$ cat config.mk
export PLATFORM = sky130hd
export DESIGN_NAME = gemt_ctrl
export DESIGN_NICKNAME = d
export VERILOG_FILES = /design/src/rtl/assert_macros.svh /design/src/rtl/gemt_pkg.sv /design/src/rtl/gemt_ctrl.sv
export SDC_FILE = /design/constraint.sdc
export NUM_CORES = 1
export LEC_CHECK = 0
export ABC_AREA = 0
export BUFFER_PORTS_ARGS = -buffer_cell sky130_fd_sc_hd__buf_2
export CAP_MARGIN = 5
export CORE_UTILIZATION = 48
export CTS_BUF_LIST = sky130_fd_sc_hd__clkbuf_16
export CTS_CLUSTER_SIZE = 10
export DETAILED_ROUTE_END_ITERATION = 6
export PLACE_DENSITY_LB_ADDON = 0.2
export SETUP_SLACK_MARGIN = 0.1
export SKIP_LAST_GASP = 1
export SLEW_MARGIN = 5
export SYNTH_ARGS = -nofsm -noshare
export SYNTH_HDL_FRONTEND = slang
export SYNTH_SLANG_ARGS = --single-unit
$ cat constraint.sdc
create_clock -name clock -period 3.1 [get_ports clock]
set_clock_uncertainty 0.15 [all_clocks]
set_input_delay 0.155 -clock clock [delete_from_list [all_inputs] [get_ports clock]]
set_output_delay 0.155 -clock clock [all_outputs]
set_load 0.05 [all_outputs]
$ cat src/rtl/assert_macros.svh
// Assertion helpers shared by the RTL.
`ifndef ASSERT_MACROS_SVH
`define ASSERT_MACROS_SVH

// Checks that a condition holds at every clock edge outside reset.
`define GEMT_ASSERT_ALWAYS(label, clk, rst, cond, msg) \
   label: assert property (@(posedge clk) disable iff (rst) (cond)) else $error(msg);

// Checks that the consequent holds in the same cycle as the antecedent.
`define GEMT_ASSERT_SAME(label, clk, rst, ante, cons, msg) \
   label: assert property (@(posedge clk) disable iff (rst) (ante) |-> (cons)) else $error(msg);

// Checks that the consequent holds in the cycle after the antecedent.
`define GEMT_ASSERT_NEXT(label, clk, rst, ante, cons, msg) \
   label: assert property (@(posedge clk) disable iff (rst) (ante) |=> (cons)) else $error(msg);

`endif

$ cat src/rtl/gemt_pkg.sv
`timescale 1ns / 1ps

package gemt_pkg;

   localparam int DOMAIN_SLOTS = 16;
   localparam int PAIRS_PER_DOMAIN = 16;
   localparam int MAX_RESULTS = 16;
   localparam int TOTAL_PAIRS = DOMAIN_SLOTS * PAIRS_PER_DOMAIN;

   localparam int SLOT_W = (DOMAIN_SLOTS > 1) ? $clog2(DOMAIN_SLOTS) : 1;
   localparam int PAIR_W = (PAIRS_PER_DOMAIN > 1) ? $clog2(PAIRS_PER_DOMAIN) : 1;
   localparam int ENTRY_W = (TOTAL_PAIRS > 1) ? $clog2(TOTAL_PAIRS) : 1;
   localparam int CNT_W = (MAX_RESULTS > 1) ? $clog2(MAX_RESULTS) : 1;

   localparam int CMD_W = 3;
   localparam int FABRIC_W = 8;
   localparam int GROUP_W = 16;
   localparam int ENDPOINT_W = 16;
   localparam int STATUS_W = 3;

   localparam logic [CMD_W-1:0] CMD_EXISTS = 3'd0;
   localparam logic [CMD_W-1:0] CMD_ADD = 3'd1;
   localparam logic [CMD_W-1:0] CMD_REMOVE = 3'd2;
   localparam logic [CMD_W-1:0] CMD_REMOVE_ALL = 3'd3;
   localparam logic [CMD_W-1:0] CMD_LIST = 3'd4;

   localparam logic [STATUS_W-1:0] ST_OK = 3'd0;
   localparam logic [STATUS_W-1:0] ST_NOT_READY = 3'd1;
   localparam logic [STATUS_W-1:0] ST_NO_ROOM = 3'd2;
   localparam logic [STATUS_W-1:0] ST_UNKNOWN_DOMAIN = 3'd3;
   localparam logic [STATUS_W-1:0] ST_NOT_FOUND = 3'd4;

   typedef enum logic {
      EMIT_CODE,
      EMIT_PEND
   } emit_sel_type;

   typedef struct packed {
      logic load;
      logic slot_step;
      logic pair_start;
      logic pair_adv;
      logic pair_write;
      logic pair_clear_one;
      logic pair_clear_row;
      logic list_take;
      logic emit;
      emit_sel_type emit_sel;
      logic [STATUS_W-1:0] emit_status;
      logic emit_found;
      logic emit_last;
   } gemt_cmd_type;

   typedef struct packed {
      logic enabled;
      logic [CMD_W-1:0] command;
      logic slot_end;
      logic slot_found;
      logic chk_valid;
      logic chk_last;
      logic chk_match;
      logic chk_ep_match;
      logic pfree_any;
      logic pend_valid;
      logic list_full;
      logic out_free;
   } gemt_sts_type;

endpackage

$ cat src/rtl/gemt_ctrl.sv
`timescale 1ns / 1ps

module gemt_ctrl (
   input  logic                   clock,
   input  logic                   reset,
   input  logic                   req_valid,
   output logic                   req_ready,
   input  gemt_pkg::gemt_sts_type sts,
   output gemt_pkg::gemt_cmd_type cmd
);
   import gemt_pkg::*;

   typedef enum logic [2:0] {
      S_IDLE,
      S_DECODE,
      S_SLOT,
      S_PAIR,
      S_LIST_END,
      S_RESP
   } state_type;

   state_type state_ff, state_in;
   logic [STATUS_W-1:0] resp_status_ff, resp_status_in;
   logic resp_found_ff, resp_found_in;
   logic stall;

   always_comb begin
      state_in = state_ff;
      resp_status_in = resp_status_ff;
      resp_found_in = resp_found_ff;
      cmd = '0;
      req_ready = 1'b0;
      stall = 1'b0;
      unique case (state_ff)
         S_IDLE: begin
            req_ready = 1'b1;
            if (req_valid) begin
               cmd.load = 1'b1;
               state_in = S_DECODE;
            end
         end
         S_DECODE: begin
            resp_found_in = 1'b0;
            priority if (sts.command > CMD_LIST) begin
               state_in = S_IDLE;
            end else if (!sts.enabled) begin
               resp_status_in = ST_NOT_READY;
               state_in = S_RESP;
            end else begin
               state_in = S_SLOT;
            end
         end
         S_SLOT: begin
            cmd.slot_step = 1'b1;
            if (sts.slot_end) begin
               priority if (sts.slot_found) begin
                  cmd.pair_start = 1'b1;
                  state_in = S_PAIR;
               end else if (sts.command == CMD_LIST) begin
                  state_in = S_LIST_END;
               end else if (sts.command == CMD_EXISTS) begin
                  resp_status_in = ST_OK;
                  state_in = S_RESP;
               end else if (sts.command == CMD_ADD) begin
                  resp_status_in = ST_NO_ROOM;
                  state_in = S_RESP;
               end else begin
                  resp_status_in = ST_UNKNOWN_DOMAIN;
                  state_in = S_RESP;
               end
            end
         end
         S_PAIR: begin
            if (sts.command == CMD_REMOVE_ALL) begin
               cmd.pair_clear_row = 1'b1;
               resp_status_in = ST_OK;
               state_in = S_RESP;
            end else begin
               // A list match must hand its predecessor to the output register first.
               stall = (sts.command == CMD_LIST) && sts.chk_valid && sts.chk_ep_match &&
                       sts.pend_valid && !sts.out_free;
               if (!stall) begin
                  cmd.pair_adv = 1'b1;
                  if (sts.chk_valid) begin
                     priority if (sts.command == CMD_LIST) begin
                        if (sts.chk_ep_match) begin
                           cmd.list_take = 1'b1;
                           if (sts.pend_valid) begin
                              cmd.emit = 1'b1;
                              cmd.emit_sel = EMIT_PEND;
                           end
                           if (sts.list_full) begin
                              state_in = S_LIST_END;
                           end
                        end
                        if (sts.chk_last) begin
                           state_in = S_LIST_END;
                        end
                     end else if (sts.chk_match) begin
                        resp_status_in = ST_OK;
                        resp_found_in = (sts.command == CMD_EXISTS);
                        cmd.pair_clear_one = (sts.command == CMD_REMOVE);
                        state_in = S_RESP;
                     end else if (sts.chk_last) begin
                        state_in = S_RESP;
                        priority if (sts.command == CMD_EXISTS) begin
                           resp_status_in = ST_OK;
                        end else if (sts.command == CMD_ADD) begin
                           cmd.pair_write = sts.pfree_any;
                           resp_status_in = sts.pfree_any ? ST_OK : ST_NO_ROOM;
                        end else begin
                           resp_status_in = ST_NOT_FOUND;
                        end
                     end
                  end
               end
            end
         end
         S_LIST_END: begin
            if (sts.out_free) begin
               cmd.emit = 1'b1;
               cmd.emit_last = 1'b1;
               if (sts.pend_valid) begin
                  cmd.emit_sel = EMIT_PEND;
               end else begin
                  cmd.emit_sel = EMIT_CODE;
                  cmd.emit_status = ST_OK;
                  cmd.emit_found = 1'b0;
               end
               state_in = S_IDLE;
            end
         end
         S_RESP: begin
            if (sts.out_free) begin
               cmd.emit = 1'b1;
               cmd.emit_sel = EMIT_CODE;
               cmd.emit_status = resp_status_ff;
               cmd.emit_found = resp_found_ff;
               cmd.emit_last = 1'b1;
               state_in = S_IDLE;
            end
         end
         default: begin
            state_in = S_IDLE;
         end
      endcase
   end

   always_ff @(posedge clock) begin
      if (reset) begin
         state_ff <= S_IDLE;
         resp_status_ff <= ST_OK;
         resp_found_ff <= 1'b0;
      end else begin
         state_ff <= state_in;
         resp_status_ff <= resp_status_in;
         resp_found_ff <= resp_found_in;
      end
   end

endmodule

==> impl_metrics.env <==
export IMPL_post_cts_hold_buffer_count=0
export IMPL_grt_util_all_layers_pct=26.33
export IMPL_power_share_sequential_pct=21.4
export IMPL_grt_pass1_wl_microns=2863
export IMPL_synth_area_per_cell_sq_um=7.617
export IMPL_first_global_vias=707
export IMPL_rsz0062_at_grt="no"
export IMPL_synth_fp_nets=108
export IMPL_maximum_number_of_pins_on_one_net_before_global_route_repair=15
export IMPL_tritoncts_num_sinks=7
export IMPL_synthCells=91
export IMPL_ctsLongestPathBuffers=2
export IMPL_status="finished clean"
export IMPL_cts_repair_timing_setup_buffer_count=0
export IMPL_arrival_ns=2.10
export IMPL_drtIter0Drc=35
export IMPL_cts_reportedPaths_clkPinSlew_ns=0.04
export IMPL_multi_input_area_sq_um=515.5
export IMPL_yosys_most_used_dff="dfxtp_1"
export IMPL_final_antenna_net_count=0
export IMPL_achievable_frequency_mhz=416.2
export IMPL_timing_final_max_slew_violations=0
export IMPL_slew_headroom_pct=50.74
export IMPL_power_internal_w=0.0004316
export IMPL_initial_core_util_pct=52.61
export IMPL_clk_root_buffer_cell="clkbuf_16"
export IMPL_swShare_pct=46.86
export IMPL_irDropWorstVdd_uv=588.3
export IMPL_path_category_of_the_worst_min_delay_check="primary input to register"
export IMPL_cap_viol_max_count=0
export IMPL_post_route_min_period_ns=2.403
export IMPL_tritoncts="yes"
export IMPL_sequential_cell_area_sq_um=140.1
export IMPL_synthesis_warning_total=0
export IMPL_total_leakage_power_nw=0.4423
export IMPL_area_delta_synth_final_pct=33.93
export IMPL_place_worst_setup_slack_ns=0.9713
export IMPL_vias=841
export IMPL_cts_buffers_inserted=3
export IMPL_finalPower_w=0.0008121
export IMPL_synth_seq_cells=7
export IMPL_insertedDiodeCount=0
export IMPL_layout_filler_cells=124
export IMPL_numPortBuffers=32
export IMPL_final_setup_worst_slack_ns=0.6970
export IMPL_final_hold_violation_count=0
export IMPL_layout_drive_gt1_share_pct=35.25
export IMPL_startpoint_type="register"
export IMPL_drc=0
export IMPL_fp_dieH_microns=40
export IMPL_post_dp_hpwl_microns=1394
export IMPL_clkLatencyLatePin_ns=0.23
export IMPL_globalRoute_totalOverflow=0
export IMPL_post_route_period_util_pct=77.52
export IMPL_worstMarginPinSlew_ns=0.7373
export IMPL_clock_tree_htree_level_count=1
export IMPL_critical_path_peak_fanout=14
export IMPL_io_pin_count=33
export IMPL_setup_worst_path_class="register to output port"
export IMPL_post_route_setup_tns_ns=0
export IMPL_num_rows=13
export IMPL_comb_power_share_pct=52.3
export IMPL_core_sq_um=1318
export IMPL_synth_sequential_area_ratio_pct=20.22
export IMPL_timing_critical_path_required_ns=2.79
export IMPL_synth_lib_cells_used_distinct=42
export IMPL_dieWidth_microns=40
export IMPL_powerDensity_nw_per_um2=874.8
export IMPL_cts_resized_gates=0
export IMPL_post_synth_edffs=0
export IMPL_wl_microns=1870
export IMPL_route_detailed_wl_per_inst_microns=13.65
export IMPL_grt_antenna_before_repair=0
export IMPL_total_switching_power_w=0.0003806
export IMPL_critPathCaptureType="output port"
export IMPL_setup_viol=0
export IMPL_clock_network_power_share_pct=26.3
export IMPL_drt_vias_per_instance=6.139
export IMPL_async_flop_share_pct=0
export IMPL_drt_first_pass_iters=4
export IMPL_gp_routability_congestion=0.8840
export IMPL_mappedNetlistArea_sq_um=693.2
export IMPL_die_area_sq_um=1600
export IMPL_fin_nets=140
[through the flow]
stage | area [sq um] | instances | utilization, % | hold WS, ns
after detailed placement | 849.6 | 133 | 64.48 | 0.2864
after floorplan | 693.2 | 91 | - | 0.1857
after CTS | 928.4 | 137 | 70.47 | 0.05808
final | 928.4 | 137 | 70.47 | 0.06472
after global placement | 849.6 | 133 | 64.48 | 0.2932
after global routing | 928.4 | 137 | 70.47 | 0.07962
[critical path, stage by stage, from the launching register on]
cell	delay, ns
dfxtp_1	0.55
nor2b_2	0.33
nand3_1	0.23
nor3_1	0.34
o21a_1	0.17
buf_2	0.25
[worst paths after layout]
check / to / cells after the start / slack [ns] / startpoint
max reg2reg: resp_status_ff[1]$_SDFFE_PP0P_ / 4 / 1.01 / state_ff[0]$_SDFFE_PP0P_
min reg2reg: resp_found_ff$_SDFFE_PP0P_ / 2 / 0.34 / resp_found_ff$_SDFFE_PP0P_
min: resp_found_ff$_SDFFE_PP0P_ / 2 / 0.06 / reset
max: cmd[5] / 5 / 0.70 / state_ff[0]$_SDFFE_PP0P_
[synthesized netlist by cell type, types with 2 or more instances]
library cell	number	area [sq um]
dfxtp_1	7	140.1
and3_1	6	37.54
nor2_1	6	22.52
a21oi_1	5	25.02
nand2_1	5	18.77
nand2b_1	5	31.28
inv_1	4	15.01
nand3b_1	4	30.03
nor2b_1	4	25.02
a311oi_1	3	26.28
buf_2	3	15.01
nand3_1	3	15.01
nor3_1	3	15.01
nor4_1	3	18.77
mux2i_1	2	20.02
o21a_1	2	15.01
[registers in the layout, indices dropped and copies added (netlist names)]
register / cells
resp_status_ff: 3
resp_found_ff: 1
state_ff: 3
[power groups by stage]
stage          Combinational [W]  Clock (W)  Sequential [W]
2_1_floorplan           0.000376          0        0.000132
3_3_place_gp            0.000416          0        0.000170
6_report                0.000425   0.000214        0.000174
5_1_grt                 0.000457   0.000224        0.000181
4_1_cts                 0.000422   0.000217        0.000171
3_5_place_dp            0.000418          0        0.000173
[cell usage in the layout, fill, tap and decap left out, types with 2 or more instances in the layout]
| cell | Yosys | layout |
|---|---|---|
| buf_2 | 3 | 32 |
| dfxtp_1 | 7 | 7 |
| and3_1 | 6 | 6 |
| nor2_1 | 6 | 6 |
| nand2b_1 | 5 | 5 |
| inv_1 | 4 | 5 |
| nand2_1 | 5 | 5 |
| a21oi_1 | 5 | 5 |
| nor2b_1 | 4 | 4 |
| nand3b_1 | 4 | 4 |
| nand3_1 | 3 | 3 |
| nor3_1 | 3 | 3 |
| nor4_1 | 3 | 3 |
| a311oi_1 | 3 | 3 |
| clkbuf_16 | 0 | 3 |
| o21a_1 | 2 | 2 |
| mux2i_1 | 2 | 2 |
[kinds of logic after synthesis]
family / Yosys count / share of synthesized area, %
muxes: 2 / 2.888
DFF: 7 / 20.22
buffers and inverters: 9 / 5.413
AOI/OAI and AO/OA: 24 / 28.34
and+or+nand+nor: 49 / 43.14
[per-layer routing]
metal,up-vias,GRT usage [%],share of wire [%]
li1,411,-,-
met2,47,45.16,48
met3,2,5.556,8.2
met5,-,0,0
met4,0,6.897,0.70
met1,381,32.99,43
[final cells by class]
type / count / area share, %
Clock inverter: 1 / 0.4043
Inverter: 4 / 1.617
Multi-Input combinational cell: 75 / 55.53
Tap cell: 15 / 2.022
Timing Repair Buffer: 32 / 17.25
Sequential cell: 7 / 15.09
Clock buffer: 3 / 8.086
No activity file was read; power rests on OpenSTA's default activity.
